**config.mk**
```make
export PLATFORM = sky130hd
export DESIGN_NAME = ordered_command_queue
export DESIGN_NICKNAME = d
export VERILOG_FILES = /design/src/rtl/occ_pkg.sv /design/src/rtl/ordered_command_queue.sv /design/src/rtl/occ_entry_mem.sv /design/src/rtl/occ_seq.sv
export VERILOG_INCLUDE_DIRS = /design/src /design/src/rtl
export SDC_FILE = /design/constraint.sdc
export NUM_CORES = 2
export LEC_CHECK = 0
export BUFFER_PORTS_ARGS = -buffer_cell sky130_fd_sc_hd__buf_2
export CAP_MARGIN = 20
export CORE_UTILIZATION = 35
export DETAILED_ROUTE_END_ITERATION = 8
export PLACE_DENSITY = 0.57
export REMOVE_ABC_BUFFERS = 1
export SLEW_MARGIN = 15
export SYNTH_ARGS = -nofsm -noshare
export SYNTH_HDL_FRONTEND = slang
export SYNTH_SLANG_ARGS = --single-unit
```
**constraint.sdc**
```tcl
create_clock -name clock -period 16.1 [get_ports clock]
set_input_delay 1.61 -clock clock [delete_from_list [all_inputs] [get_ports clock]]
set_output_delay 1.61 -clock clock [all_outputs]
set_load 0.01 [all_outputs]
```
**src/rtl/assert_macros.svh**
```systemverilog
// Assertion macros shared by the RTL of the command queue.
// No dependencies; included by the files that carry assertions.
`ifndef ASSERT_MACROS_SVH
`define ASSERT_MACROS_SVH

// Same-cycle implication, masked during reset.
`define OCC_ASSERT_IMPLIES(label, clk, rst, pre, post, msg) \
   label: assert property (@(posedge clk) disable iff (rst) (pre) |-> (post)) else $error(msg);

// Next-cycle implication, masked during reset.
`define OCC_ASSERT_NEXT(label, clk, rst, pre, post, msg) \
   label: assert property (@(posedge clk) disable iff (rst) (pre) |=> (post)) else $error(msg);

`endif

```
**src/rtl/occ_pkg.sv**
```systemverilog
// Shared types and codes for the ordered command queue.
// No dependencies; used by occ_seq, occ_entry_mem and ordered_command_queue.
package occ_pkg;

   localparam logic [1:0] OP_INSERT = 2'd0;
   localparam logic [1:0] OP_POP    = 2'd1;
   localparam logic [1:0] OP_DELETE = 2'd2;
   localparam logic [1:0] OP_FLUSH  = 2'd3;

   localparam logic [2:0] ST_HEAD_INSERT  = 3'd0;
   localparam logic [2:0] ST_LATER_INSERT = 3'd1;
   localparam logic [2:0] ST_NEXT_PENDING = 3'd2;
   localparam logic [2:0] ST_NONE_PENDING = 3'd3;
   localparam logic [2:0] ST_DELETED      = 3'd4;
   localparam logic [2:0] ST_NOT_FOUND    = 3'd5;
   localparam logic [2:0] ST_FLUSHED      = 3'd6;
   localparam logic [2:0] ST_FULL         = 3'd7;

   localparam logic [1:0] DEST_MASTER = 2'd0;
   localparam logic [1:0] DEST_NAV    = 2'd1;
   localparam logic [1:0] DEST_CAMERA = 2'd2;

   localparam logic MSG_POSITION = 1'b0;
   localparam logic MSG_CAMERA   = 1'b1;

   typedef struct packed {
      logic [1:0]  operation;
      logic [31:0] ref_id;
      logic        command_kind;
      logic [63:0] latitude_in;
      logic [63:0] longitude_in;
   } cmd_req_type;

   typedef struct packed {
      logic [2:0]  status;
      logic        notify;
      logic [1:0]  destination;
      logic        message_kind;
      logic [63:0] latitude_out;
      logic [63:0] longitude_out;
      logic [31:0] assigned_id;
   } cmd_rsp_type;

   // write strobes into the entry store
   typedef struct packed {
      logic data_we;
      logic link_we;
   } mem_we_type;

endpackage

```
**src/rtl/ordered_command_queue.sv**
```systemverilog
// Top level of the ordered command queue: stream ports, result register.
// Instantiates occ_seq and occ_entry_mem; uses occ_pkg.
//
//   port group | direction | payload
//   req_       | in        | tuser: operation, command_kind; tdata: ref_id, latitude, longitude
//   rsp_       | out       | tuser: status, notify, destination, message_kind;
//              |           | tdata: latitude, longitude, assigned_id
//
// One transaction at a time. Delete walks the list, one entry a cycle through the
// registered read port; insert runs a free-slot scan plus a list walk.
// Reset is synchronous; afterwards the queue is empty and ready at once.
// The result register lets the sequencer finish while a result is stalled; the
// next transaction is taken and run, but its result waits until the register frees.
module ordered_command_queue #(
   parameter int unsigned QUEUE_DEPTH = 16,
   parameter int unsigned ID_BITS     = 32
) (
   input  logic         clock,
   input  logic         reset,
   input  logic         req_tvalid,
   output logic         req_tready,
   input  logic [159:0] req_tdata,  // ref_id[31:0], latitude_in[95:32], longitude_in[159:96]
   input  logic [2:0]   req_tuser,  // operation[1:0], command_kind[2]
   output logic         rsp_tvalid,
   input  logic         rsp_tready,
   output logic [159:0] rsp_tdata,  // latitude_out[63:0], longitude_out[127:64],
                                    // assigned_id[159:128]
   output logic [6:0]   rsp_tuser   // status[2:0], notify[3], destination[5:4],
                                    // message_kind[6]
);
   import occ_pkg::*;

   localparam int unsigned SLOT_BITS = $clog2(QUEUE_DEPTH);
   localparam int unsigned LINK_BITS = $clog2(QUEUE_DEPTH + 1);

   cmd_req_type          req;
   cmd_rsp_type          res;
   logic                 res_valid;
   logic                 res_ready;
   logic                 rsp_valid_ff;
   cmd_rsp_type          rsp_data_ff;

   mem_we_type           mem_we;
   logic [SLOT_BITS-1:0] mem_waddr;
   logic [SLOT_BITS-1:0] mem_raddr;
   logic [ID_BITS-1:0]   wr_id;
   logic                 wr_kind;
   logic [63:0]          wr_lat;
   logic [63:0]          wr_lon;
   logic [LINK_BITS-1:0] wr_link;
   logic [ID_BITS-1:0]   rd_id;
   logic                 rd_kind;
   logic [63:0]          rd_lat;
   logic [63:0]          rd_lon;
   logic [LINK_BITS-1:0] rd_link;

   assign req.operation    = req_tuser[1:0];
   assign req.command_kind = req_tuser[2];
   assign req.ref_id       = req_tdata[31:0];
   assign req.latitude_in  = req_tdata[95:32];
   assign req.longitude_in = req_tdata[159:96];

   // result register frees the sequencer once its result is parked
   assign res_ready = !rsp_valid_ff || rsp_tready;

   always_ff @(posedge clock) begin
      if (reset) begin
         rsp_valid_ff <= 1'b0;
      end else if (res_ready) begin
         rsp_valid_ff <= res_valid;
      end
   end

   always_ff @(posedge clock) begin
      if (res_ready && res_valid) begin
         rsp_data_ff <= res;
      end
   end

   assign rsp_tvalid = rsp_valid_ff;
   assign rsp_tdata  = {rsp_data_ff.assigned_id, rsp_data_ff.longitude_out,
                        rsp_data_ff.latitude_out};
   assign rsp_tuser  = {rsp_data_ff.message_kind, rsp_data_ff.destination,
                        rsp_data_ff.notify, rsp_data_ff.status};

   occ_seq #(
      .DEPTH   (QUEUE_DEPTH),
      .ID_BITS (ID_BITS)
   ) u_seq (
      .clock     (clock),
      .reset     (reset),
      .req_valid (req_tvalid),
      .req_ready (req_tready),
      .req       (req),
      .res_valid (res_valid),
      .res_ready (res_ready),
      .res       (res),
      .mem_we    (mem_we),
      .mem_waddr (mem_waddr),
      .wr_id     (wr_id),
      .wr_kind   (wr_kind),
      .wr_lat    (wr_lat),
      .wr_lon    (wr_lon),
      .wr_link   (wr_link),
      .mem_raddr (mem_raddr),
      .rd_id     (rd_id),
      .rd_kind   (rd_kind),
      .rd_lat    (rd_lat),
      .rd_lon    (rd_lon),
      .rd_link   (rd_link)
   );

   occ_entry_mem #(
      .DEPTH   (QUEUE_DEPTH),
      .ID_BITS (ID_BITS)
   ) u_mem (
      .clock   (clock),
      .we      (mem_we),
      .waddr   (mem_waddr),
      .wr_id   (wr_id),
      .wr_kind (wr_kind),
      .wr_lat  (wr_lat),
      .wr_lon  (wr_lon),
      .wr_link (wr_link),
      .raddr   (mem_raddr),
      .rd_id   (rd_id),
      .rd_kind (rd_kind),
      .rd_lat  (rd_lat),
      .rd_lon  (rd_lon),
      .rd_link (rd_link)
   );

endmodule

```
**src/rtl/occ_entry_mem.sv**
```systemverilog
// Entry store: id, kind, position words and link of every queue slot.
// One write port, one read port with registered data. Uses occ_pkg.
module occ_entry_mem #(
   parameter int unsigned DEPTH     = 16,
   parameter int unsigned ID_BITS   = 32,
   localparam int unsigned SLOT_BITS = $clog2(DEPTH),
   localparam int unsigned LINK_BITS = $clog2(DEPTH + 1)
) (
   input  logic                   clock,
   input  occ_pkg::mem_we_type    we,
   input  logic [SLOT_BITS-1:0]   waddr,
   input  logic [ID_BITS-1:0]     wr_id,
   input  logic                   wr_kind,
   input  logic [63:0]            wr_lat,
   input  logic [63:0]            wr_lon,
   input  logic [LINK_BITS-1:0]   wr_link,
   input  logic [SLOT_BITS-1:0]   raddr,
   output logic [ID_BITS-1:0]     rd_id,
   output logic                   rd_kind,
   output logic [63:0]            rd_lat,
   output logic [63:0]            rd_lon,
   output logic [LINK_BITS-1:0]   rd_link
);
   import occ_pkg::*;

   logic [ID_BITS-1:0]   id_mem   [DEPTH];
   logic                 kind_mem [DEPTH];
   logic [63:0]          lat_mem  [DEPTH];
   logic [63:0]          lon_mem  [DEPTH];
   logic [LINK_BITS-1:0] link_mem [DEPTH];

   logic [ID_BITS-1:0]   rd_id_ff;
   logic                 rd_kind_ff;
   logic [63:0]          rd_lat_ff;
   logic [63:0]          rd_lon_ff;
   logic [LINK_BITS-1:0] rd_link_ff;

   always_ff @(posedge clock) begin
      if (we.data_we) begin
         id_mem[waddr]   <= wr_id;
         kind_mem[waddr] <= wr_kind;
         lat_mem[waddr]  <= wr_lat;
         lon_mem[waddr]  <= wr_lon;
      end
      if (we.link_we) begin
         link_mem[waddr] <= wr_link;
      end
      rd_id_ff   <= id_mem[raddr];
      rd_kind_ff <= kind_mem[raddr];
      rd_lat_ff  <= lat_mem[raddr];
      rd_lon_ff  <= lon_mem[raddr];
      rd_link_ff <= link_mem[raddr];
   end

   assign rd_id   = rd_id_ff;
   assign rd_kind = rd_kind_ff;
   assign rd_lat  = rd_lat_ff;
   assign rd_lon  = rd_lon_ff;
   assign rd_link = rd_link_ff;

endmodule

```
**src/rtl/occ_seq.sv**
```systemverilog
// Sequencer of the command queue: free-slot scan, list walks, id compare.
// Drives occ_entry_mem; uses occ_pkg and assert_macros.svh.
`include "assert_macros.svh"
module occ_seq #(
   parameter int unsigned DEPTH     = 16,
   parameter int unsigned ID_BITS   = 32,
   localparam int unsigned SLOT_BITS = $clog2(DEPTH),
   localparam int unsigned LINK_BITS = $clog2(DEPTH + 1)
) (
   input  logic                   clock,
   input  logic                   reset,
   input  logic                   req_valid,
   output logic                   req_ready,
   input  occ_pkg::cmd_req_type   req,
   output logic                   res_valid,
   input  logic                   res_ready,
   output occ_pkg::cmd_rsp_type   res,
   output occ_pkg::mem_we_type    mem_we,
   output logic [SLOT_BITS-1:0]   mem_waddr,
   output logic [ID_BITS-1:0]     wr_id,
   output logic                   wr_kind,
   output logic [63:0]            wr_lat,
   output logic [63:0]            wr_lon,
   output logic [LINK_BITS-1:0]   wr_link,
   output logic [SLOT_BITS-1:0]   mem_raddr,
   input  logic [ID_BITS-1:0]     rd_id,
   input  logic                   rd_kind,
   input  logic [63:0]            rd_lat,
   input  logic [63:0]            rd_lon,
   input  logic [LINK_BITS-1:0]   rd_link
);
   import occ_pkg::*;

   localparam logic [LINK_BITS-1:0] NIL      = LINK_BITS'(DEPTH);
   localparam logic [SLOT_BITS-1:0] LAST_SLOT = SLOT_BITS'(DEPTH - 1);

   localparam logic [3:0] S_IDLE      = 4'd0;
   localparam logic [3:0] S_SCAN      = 4'd1;
   localparam logic [3:0] S_INS_PLACE = 4'd2;
   localparam logic [3:0] S_INS_WALK  = 4'd3;
   localparam logic [3:0] S_INS_LINK  = 4'd4;
   localparam logic [3:0] S_POP_OLD   = 4'd5;
   localparam logic [3:0] S_POP_NEW   = 4'd6;
   localparam logic [3:0] S_DEL_CUR   = 4'd7;
   localparam logic [3:0] S_DEL_NEXT  = 4'd8;
   localparam logic [3:0] S_DONE      = 4'd9;

   logic [3:0]           state_ff,  state_in;
   logic [DEPTH-1:0]     used_ff,   used_in;
   logic [LINK_BITS-1:0] head_ff,   head_in;
   logic [ID_BITS-1:0]   fresh_ff,  fresh_in;
   logic [ID_BITS-1:0]   last_ff,   last_in;
   cmd_req_type          cmd_ff,    cmd_in;
   logic [LINK_BITS-1:0] addr_ff,   addr_in;
   logic [LINK_BITS-1:0] cur_ff,    cur_in;
   logic [SLOT_BITS-1:0] slot_ff,   slot_in;
   logic [SLOT_BITS-1:0] scan_ff,   scan_in;
   cmd_rsp_type          res_ff,    res_in;

   logic [LINK_BITS-1:0] rd_next;
   logic [ID_BITS-1:0]   ref_cmp;

   logic                 head_live;
   logic                 head_marked;
   logic                 idle_empty;
   logic                 no_used;
   logic                 full_done;
   logic                 all_used;
   logic                 flush_take;
   logic                 flush_clean;

   // read data always belongs to the entry at addr_ff
   assign rd_next   = (rd_link < NIL) ? rd_link : NIL;
   assign ref_cmp   = ID_BITS'(cmd_ff.ref_id);
   assign mem_raddr = addr_in[SLOT_BITS-1:0];
   assign wr_id     = fresh_ff;
   assign wr_kind   = cmd_ff.command_kind;
   assign wr_lat    = cmd_ff.latitude_in;
   assign wr_lon    = cmd_ff.longitude_in;

   assign req_ready = (state_ff == S_IDLE);
   assign res_valid = (state_ff == S_DONE);
   assign res       = res_ff;

   always_comb begin
      state_in  = state_ff;
      used_in   = used_ff;
      head_in   = head_ff;
      fresh_in  = fresh_ff;
      last_in   = last_ff;
      cmd_in    = cmd_ff;
      addr_in   = addr_ff;
      cur_in    = cur_ff;
      slot_in   = slot_ff;
      scan_in   = scan_ff;
      res_in    = res_ff;
      mem_we    = '0;
      mem_waddr = slot_ff;
      wr_link   = head_ff;

      case (state_ff)
         S_IDLE: begin
            if (req_valid) begin
               cmd_in = req;
               res_in = '0;
               case (req.operation)
                  OP_INSERT: begin
                     scan_in  = '0;
                     state_in = S_SCAN;
                  end
                  OP_POP: begin
                     if (head_ff == NIL) begin
                        res_in.status = ST_NONE_PENDING;
                        state_in      = S_DONE;
                     end else begin
                        addr_in  = head_ff;
                        state_in = S_POP_OLD;
                     end
                  end
                  OP_DELETE: begin
                     if (head_ff == NIL) begin
                        res_in.status = ST_NOT_FOUND;
                        state_in      = S_DONE;
                     end else begin
                        addr_in  = head_ff;
                        state_in = S_DEL_CUR;
                     end
                  end
                  default: begin
                     used_in       = '0;
                     head_in       = NIL;
                     fresh_in      = ID_BITS'(1);
                     last_in       = '0;
                     res_in.status = ST_FLUSHED;
                     state_in      = S_DONE;
                  end
               endcase
            end
         end

         // lowest free slot, one slot a cycle
         S_SCAN: begin
            if (!used_ff[scan_ff]) begin
               slot_in  = scan_ff;
               state_in = S_INS_PLACE;
            end else if (scan_ff == LAST_SLOT) begin
               res_in.status = ST_FULL;
               state_in      = S_DONE;
            end else begin
               scan_in = scan_ff + 1'b1;
            end
         end

         S_INS_PLACE: begin
            mem_we.data_we     = 1'b1;
            used_in[slot_ff]   = 1'b1;
            res_in.assigned_id = 32'(fresh_ff);
            fresh_in           = fresh_ff + 1'b1;
            if (head_ff == NIL || last_ff == ref_cmp) begin
               mem_we.link_we       = 1'b1;
               head_in              = LINK_BITS'(slot_ff);
               res_in.status        = ST_HEAD_INSERT;
               res_in.notify        = 1'b1;
               res_in.destination   = DEST_NAV;
               res_in.message_kind  = MSG_POSITION;
               res_in.latitude_out  = cmd_ff.latitude_in;
               res_in.longitude_out = cmd_ff.longitude_in;
               state_in             = S_DONE;
            end else begin
               addr_in  = head_ff;
               state_in = S_INS_WALK;
            end
         end

         // stop at the tail or at the first id match
         S_INS_WALK: begin
            if (rd_next == NIL || rd_id == ref_cmp) begin
               mem_we.link_we = 1'b1;
               wr_link        = rd_next;
               state_in       = S_INS_LINK;
            end else begin
               addr_in = rd_next;
            end
         end

         S_INS_LINK: begin
            mem_we.link_we = 1'b1;
            mem_waddr      = addr_ff[SLOT_BITS-1:0];
            wr_link        = LINK_BITS'(slot_ff);
            res_in.status  = ST_LATER_INSERT;
            state_in       = S_DONE;
         end

         S_POP_OLD: begin
            last_in                         = rd_id;
            used_in[addr_ff[SLOT_BITS-1:0]] = 1'b0;
            head_in                         = rd_next;
            if (rd_next == NIL) begin
               res_in.status = ST_NONE_PENDING;
               state_in      = S_DONE;
            end else begin
               addr_in  = rd_next;
               state_in = S_POP_NEW;
            end
         end

         S_POP_NEW: begin
            res_in.status = ST_NEXT_PENDING;
            res_in.notify = 1'b1;
            if (rd_kind == MSG_POSITION) begin
               res_in.destination   = DEST_NAV;
               res_in.message_kind  = MSG_POSITION;
               res_in.latitude_out  = rd_lat;
               res_in.longitude_out = rd_lon;
            end else begin
               res_in.destination  = DEST_CAMERA;
               res_in.message_kind = MSG_CAMERA;
            end
            state_in = S_DONE;
         end

         S_DEL_CUR: begin
            if (rd_next == NIL) begin
               res_in.status = ST_NOT_FOUND;
               state_in      = S_DONE;
            end else begin
               cur_in   = addr_ff;
               addr_in  = rd_next;
               state_in = S_DEL_NEXT;
            end
         end

         // rd holds the successor of cur_ff; the head itself is never removed
         S_DEL_NEXT: begin
            if (rd_id == ref_cmp) begin
               mem_we.link_we                  = 1'b1;
               mem_waddr                       = cur_ff[SLOT_BITS-1:0];
               wr_link                         = rd_next;
               used_in[addr_ff[SLOT_BITS-1:0]] = 1'b0;
               res_in.status                   = ST_DELETED;
               if (cur_ff == head_ff) begin
                  res_in.notify        = 1'b1;
                  res_in.destination   = DEST_NAV;
                  res_in.message_kind  = MSG_POSITION;
                  res_in.latitude_out  = rd_lat;
                  res_in.longitude_out = rd_lon;
               end
               state_in = S_DONE;
            end else if (rd_next == NIL) begin
               res_in.status = ST_NOT_FOUND;
               state_in      = S_DONE;
            end else begin
               cur_in  = addr_ff;
               addr_in = rd_next;
            end
         end

         S_DONE: begin
            if (res_ready) begin
               state_in = S_IDLE;
            end
         end

         default: begin
            state_in = S_IDLE;
         end
      endcase
   end

   always_ff @(posedge clock) begin
      if (reset) begin
         state_ff <= S_IDLE;
         used_ff  <= '0;
         head_ff  <= NIL;
         fresh_ff <= ID_BITS'(1);
         last_ff  <= '0;
      end else begin
         state_ff <= state_in;
         used_ff  <= used_in;
         head_ff  <= head_in;
         fresh_ff <= fresh_in;
         last_ff  <= last_in;
      end
   end

   always_ff @(posedge clock) begin
      cmd_ff  <= cmd_in;
      addr_ff <= addr_in;
      cur_ff  <= cur_in;
      slot_ff <= slot_in;
      scan_ff <= scan_in;
      res_ff  <= res_in;
   end

   assign head_live   = (head_ff != NIL);
   assign head_marked = used_ff[head_ff[SLOT_BITS-1:0]];
   assign idle_empty  = (state_ff == S_IDLE) && (head_ff == NIL);
   assign no_used     = (used_ff == '0);
   assign full_done   = (state_ff == S_DONE) && (res_ff.status == ST_FULL);
   assign all_used    = &used_ff;
   assign flush_take  = (state_ff == S_IDLE) && req_valid && (req.operation == OP_FLUSH);
   assign flush_clean = (used_ff == '0) && (head_ff == NIL) && (fresh_ff == ID_BITS'(1));

   `OCC_ASSERT_IMPLIES(a_head_used, clock, reset, head_live, head_marked, "head slot unused")
   `OCC_ASSERT_IMPLIES(a_idle_empty, clock, reset, idle_empty, no_used, "used slot, empty queue")
   `OCC_ASSERT_IMPLIES(a_full_flag, clock, reset, full_done, all_used, "full with a free slot")
   `OCC_ASSERT_NEXT(a_flush_clears, clock, reset, flush_take, flush_clean, "flush left state")

endmodule
```
### Word level (Yosys, flattened, before mapping)

Memories as Yosys holds them, arrays and structs flattened. A register that Yosys moved wholly into a read port is not among the register bits.
Index checks and enable logic that the tools add are counted.

* memories: 5
* flip-flop bits (word level): 603
* latch bits: 0
* bits of input ports: 167
* output and inout port bits: 169
* word-level logic and storage cells: 201
* bits in read-only memories: 0
* memory bits (writable): 2656

* muxes and demuxes: 82
* multiply operators: 0
* divide/modulo/power cells: 0
* $add $sub $neg: 2
* bitwise operators: 4
* $lt $le $gt $ge: 6
* equal/unequal tests: 37
* reduce and logical (&&, ||, !) cells: 36
* shifts and indexed selects: 0

Memory list
* u_mem.lat_mem: depth 16, width 64, read ports 1, clocked after Yosys merged registers in 1, wr ports 1, RTL line occ_entry_mem.sv:28 `logic [63:0] lat_mem [DEPTH];`
* u_mem.lon_mem: depth 16, width 64, read ports 1, clocked after Yosys merged registers in 1, wr ports 1, RTL line occ_entry_mem.sv:29 `logic [63:0] lon_mem [DEPTH];`
* u_mem.id_mem: depth 16, width 32, read ports 1, clocked after Yosys merged registers in 1, wr ports 1, RTL line occ_entry_mem.sv:26 `logic [ID_BITS-1:0] id_mem [DEPTH];`
* u_mem.link_mem: depth 16, width 5, read ports 1, clocked after Yosys merged registers in 1, wr ports 1, RTL line occ_entry_mem.sv:30 `logic [LINK_BITS-1:0] link_mem [DEPTH];`
* u_mem.kind_mem: depth 16, width 1, read ports 1, clocked after Yosys merged registers in 1, wr ports 1, RTL line occ_entry_mem.sv:27 `logic kind_mem [DEPTH];`

Operators with widths (count)
* case mux 132 bit (4 select lines): 1
* 2-to-1 mux 132 bit: 2
* case mux 32 bit (2 select lines): 3
* 2-to-1 mux 167 bit: 1
* 2-to-1 mux 135 bit: 1
* 2-to-1 mux 128 bit: 1
* 2-to-1 mux 32 bit: 4
* 2-to-1 mux 5 bit: 15
* == test 32 bit: 2
* 2-to-1 mux 4 bit: 16
* case mux 16 bit (4 select lines): 1
* 2-to-1 mux 16 bit: 3
* case mux 4 bit (9 select lines): 1
* adder 32 x 1 -> 32 bit (second input constant): 1
* case mux 5 bit (3 select lines): 2
* case mux 5 bit (5 select lines): 1
* case mux 3 bit (8 select lines): 1
* 2-to-1 mux 3 bit: 7
* inequality test 2 x 1 -> 1 bit (second input constant): 9
* inequality test 2 bit (second input constant): 9
* bitwise AND 16 bit: 1
* == test 4 x 3 -> 1 bit (second input constant): 4
* inverter 16 bit: 1
* bitwise OR 16 bit: 1
* other kinds (41): 79

### Longest topological paths before layout

* depth in word-level cells: 8
* mapped depth: 17
* depth with buffers taken out: 13

### Cells and area by module

A second synthesis with hierarchy kept.

* cell total of the unflattened synthesis: 5950
* area total of the unflattened synthesis: 126426.3 µm²

Modules (own cells, without submodules)
* occ_entry_mem: sequential area each 83079.7 µm², area each 103073.9 µm², instances 1, cells an instance 4405
* occ_seq: sequential area each 12101.6 µm², area each 18282.5 µm², instances 1, cells an instance 1373
* ordered_command_queue: sequential area each 5034.8 µm², area each 5069.9 µm², instances 1, cells an instance 172

### Least setup slack after synthesis

Ideal clock, no wire load.

* path kind: flip-flop to flip-flop
* start point: reg u_seq.cmd_ff, in the netlist u_seq.ref_cmp[21]
* end point: mem u_mem.id_mem[9][0] (enable)
* data arrival time: 9.159 ns
* library setup time: 0.685 ns
* period minus slack after synthesis: 9.843 ns
* buffers on the path: 1
* cell stages (with the launch flop): 11
* setup slack: 6.257 ns
* required time: 15.415 ns
* path through: edfxtp_1 xor2_1 nor4_1 nand4_1 or2_1 buf_2 nand2_1 o21ai_1 a222oi_1 nand2b_1 nor2_1

* cells in the longest elaborated chain, start to end: 3

Ends and longest elaborated chain
* from (decl): RTL line occ_seq.sv:53 `cmd_req_type cmd_ff, cmd_in;`
* from (signal assigned): RTL line occ_seq.sv:287 `cmd_ff <= cmd_in;`
* == test 32 bit: RTL line occ_seq.sv:235 `if (rd_id == ref_cmp) begin`
* 2-to-1 mux 4 bit: RTL line occ_seq.sv:235
* case mux 4 bit (2 select lines): RTL line occ_seq.sv:101 `case (state_ff)`
* to (decl): RTL line occ_entry_mem.sv:26

Every way passes these cells.

### Final worst setup path

* start point: reg u_seq.cmd_ff, in the netlist u_seq.ref_cmp[26]
* end point: reg u_mem.rd_lon_ff[41] (netlist: u_mem.rd_lon[41]), read port of u_mem.lon_mem

* cells in the longest elaborated chain, start to end: 4
* elaborated cells on any way between the ends: 8
* those cells by class: eq/ne: 2; mux: 4; reduce/logical: 2

Ends and longest elaborated chain
* == test 32 bit, on equally long branches: RTL line occ_seq.sv:177, occ_seq.sv:235, occ_seq.sv:159
* logical OR 1 bit, on equally long branches: RTL line occ_seq.sv:177, occ_seq.sv:159
* 2-to-1 mux 5 bit, on equally long branches: RTL line occ_seq.sv:177, occ_seq.sv:159
* case mux 5 bit (5 select lines) (*): RTL line occ_seq.sv:101
* to (decl): RTL line occ_entry_mem.sv:35 `logic [63:0] rd_lon_ff;`

Every way passes the cells marked *; elsewhere a longest branch is shown, timed or not. The select of a mux whose other input is x is not followed.
A chain may end at the register's enable or synchronous reset.

==> reports/results.ini <==
[run_status]
status = complete, no violations

[power]
power_mw = 27.7
clockPowerShare_pct = 29.3
power_frac_comb_pct = 28.7
leakage_nw = 50.6
power_frac_seq_pct = 42.0
vdd_drop_max_mv = 0.206
p_int_mw = 18.3
p_sw_mw = 9.40
power_density_nw_per_um2 = 190
switching_share_pct = 33.9

[clocking]
clockBufferDepth = 4
cts_root_buffer = clkbuf_16
cts_resized = 0
h-tree-depth = 5
worstSkewPairLatency_ns = 0.89
cts_setup_buffers = 0
numCtsBuffers = 339
cts_hold_buf = 0
clkTransAtPathRegs_ns = 0.06
cts_tree = done
cts.sinks = 3423

[detailed_routing]
drt_iter0_markers = 6789
drtAntennaViolNets = 0
post-route-drc-count = 0
vias_per_cell = 5.35
wl_met2_mm = 173
top_layer = met5
vias = 71179
wl_met1_mm = 152
avgRoutedWirePerCell_um = 26.8
wl_met3_mm = 21.3
totalWireLength_mm = 356
dr.pass1.iters = 6

[synth]
async_reset_ff_share_pct = 0
synthCells = 7883
ys_seq_area_share_pct = 78.5
synth_flop_cell = edfxtp_1
yosysTopAreaCellShare_pct = 74.4
syn-cell-area_um2 = 128000
ys_top_cells_by_area = edfxtp_1 74%, mux2i_1 5.7%, nand2_1 4.2%, dfxtp_1 4.1%, a32oi_1 3.2%
synth_top_area_cell = edfxtp_1
ys_ff_latch = 3423
avgSynthCellArea_um2 = 16.2
ys_types = 71
yosysWarnings = 0
synth_edf_count = 3163

[layout]
regArea_um2 = 100000
multi_input_area_um2 = 25500
syn2layout_area_growth_pct = 14.5
final_util_pct = 40.3
nets = 8400
post_route_cells_drive_above_1_share_pct = 12.1
fillers = 32610

[global_route]
grtUsageTotal_pct = 18.7
overflow = 0
grt_max_degree = 172
grt_pass1_wl_mm = 503
grt_pass1_vias = 70718
grt_antenna_before_repair = 37

[critical_path]
critPathMostFrequentCell = buf_4
path_cells = xor2_1 -> nor4_1 -> nand4_1 -> or2_1 -> nand4_1 -> o2111a_4 -> buf_4 -> buf_4 -> buf_12 -> buf_4 -> mux2i_1 -> o22ai_1 -> a2111oi_0 -> nor2_1
cp-end-kind = flop
critical-path-slowest-cell = buf_4
crit_required_ns = 16.86
crit_type = reg2reg
critPathMaxStageDelay_ns = 0.83
startpoint_type = flop
critPathTopFamily = buffers and inverters
worstPathArrival_ns = 8.38
cp_num_buf_inv = 4
critPathMaxFanout = 167

[floorplanning]
die_w_um = 606
design.core.area_um2 = 363000
die_area_um2 = 367000
initial_utilization_pct = 35.2
die_h_um = 606
rows = 221
io_pins = 336

[sta]
slew_violations = 0
fin_crit_ns = 7.61
setup_tns_ns = 0
skew_ns = 0.0376
fin_crit_sh_pct = 47.3
rsz0062_at_grt = no
tightest_slew_ns = 1.15
finalHoldViolCount = 0
setup_viol = 0
slew_headroom_pct = 23.4
fmax_mhz = 131

[place]
place.gp.congestion = 0.808
io_buffer_count = 335
post-dp-hpwl_mm = 175

[worst_hold_path]
hp-class = reg2reg

[flow_run]
maxCapViolations = 0

-- power groups by stage --
stage          Clock (mW)  Combinational [mW]  Sequential (mW)
5_1_grt              8.60                8.53             11.7
6_report             8.13                7.94             11.6
2_1_floorplan           0                5.60             11.6
4_1_cts              8.28                7.97             11.7
3_3_place_gp            0                7.84             11.8
3_5_place_dp            0                7.95             11.8
-- metrics by stage --
stage               setup WS, ns  instances  hold slack, ns  instance area (µm²)
finish                      8.49      13307           0.397               146000
global route                8.27      13295           0.397               146000
detailed placement          7.92      12678           0.405               135000
global placement            7.86      12674           0.403               135000
floorplan                 -73.94       7415           0.400               126000
CTS                         8.57      13291           0.403               146000
-- synthesized netlist by cell type (4+ instances only) --
library cell,n
edfxtp_1,3163
nand2_1,1428
mux2i_1,724
a32oi_1,470
dfxtp_1,260
a21oi_1,201
nor2_1,192
clkbuf_1,188
buf_2,187
a22o_1,133
nand3_1,119
o21ai_0,78
o21ai_1,68
o22ai_1,60
xor2_1,52
buf_1,48
a22oi_1,40
xnor2_1,40
a2111oi_0,38
and2_1,38
buf_4,38
and3_1,32
a221oi_1,28
a31oi_1,26
nand4_1,26
o22a_1,26
a211oi_1,24
inv_1,18
nor3_1,15
or3_1,11
nor4_1,10
nor2b_1,9
ha_1,7
a31o_1,6
o21a_1,6
a311o_1,5
mux4_2,5
nand2b_1,5
a21o_1,4
clkbuf_4,4
o211ai_1,4
or2_2,4
-- worst reg2reg max path: cells and delay by family, from the launching register on --
kind	cells	cell delay [ns]
flip-flops	1	0.42
multiplexers	1	0.36
AND/OR/NAND/NOR	5	1.75
buffers and inverters	4	3.39
XOR/XNOR	1	0.16
AO/OA/AOI/OAI	3	1.41
-- layer usage --
layer	GRT usage (%)	vias up
met5	0	-
met1	25.2	37003
met4	5.17	24
met2	31.6	2422
met3	2.67	526
li1	-	31204
-- cell usage in the layout (no fill, tap or decap), types with 28 or more instances in the layout --
cell and n:
clkbuf_8 37, buf_4 113, a2111oi_0 38, bufinv_16 41, a221oi_1 28, clkinv_2 46
o21ai_0 74, nand2_1 1428, xnor2_1 40, a21oi_1 201, mux2i_1 724, edfxtp_1 3163
a22oi_1 39, and2_1 38, o21ai_1 72, buf_2 335, dfxtp_1 260, clkbuf_16 350
clkinv_1 31, a22o_1 133, clkbuf_1 76, and3_1 30, xor2_1 52, a32oi_1 470
o22ai_1 59, nor2_1 176, nand3_1 119
-- logic make-up after synthesis --
family / after synthesis / synth area share [%]
AO/OA/AOI/OAI: 1238 / 7.26
flip-flops: 3423 / 78.5
AND/OR/NAND/NOR: 1905 / 6.07
multiplexers: 729 / 5.76
buffers and inverters: 489 / 1.76
adder cells (fa/ha/maj): 7 / 0.0686
XOR/XNOR: 92 / 0.631
-- layout make-up --
cell class | count | share of cell area (%)
Sequential cell | 3423 | 68.5
Multi-Input combinational cell | 3971 | 17.4
Clock buffer | 463 | 6.53
Tap cell | 4794 | 4.10
Timing Repair Buffer | 470 | 2.04
Clock inverter | 150 | 1.28
Inverter | 21 | 0.0898
Antenna cell | 15 | 0.0257
-- final timing paths --
| path | startpoint | end | slack, ns | cells after the start |
|---|---|---|---|---|
| setup / recovery | u_seq.ref_cmp[26]$_DFFE_PP_ | u_mem.rd_lon[41]$_DFF_P_ | 8.49 | 14 |
| hold / removal | u_seq.res[137]$_DFFE_PP_ | rsp_tdata[41]$_DFFE_PP_ | 0.40 | 0 |
| hold reg to reg | u_seq.res[137]$_DFFE_PP_ | rsp_tdata[41]$_DFFE_PP_ | 0.40 | 0 |
| setup reg to reg | u_seq.ref_cmp[26]$_DFFE_PP_ | u_mem.rd_lon[41]$_DFF_P_ | 8.49 | 14 |
-- flip-flops by register name, summed over array words and instances, names as in the netlist, 32 cells and up --
signal / flops
u_seq.wr_lon: 64
u_mem.rd_id: 32
u_mem.id_mem: 512
rsp_tdata: 160
u_seq.wr_lat: 64
u_seq.last_ff: 32
u_mem.lon_mem: 1024
u_mem.rd_lon: 64
u_mem.link_mem: 80
u_seq.ref_cmp: 32
u_mem.lat_mem: 1024
u_seq.res: 166
u_mem.rd_lat: 64
u_seq.wr_id: 32
(Power assumes the default switching activity.)
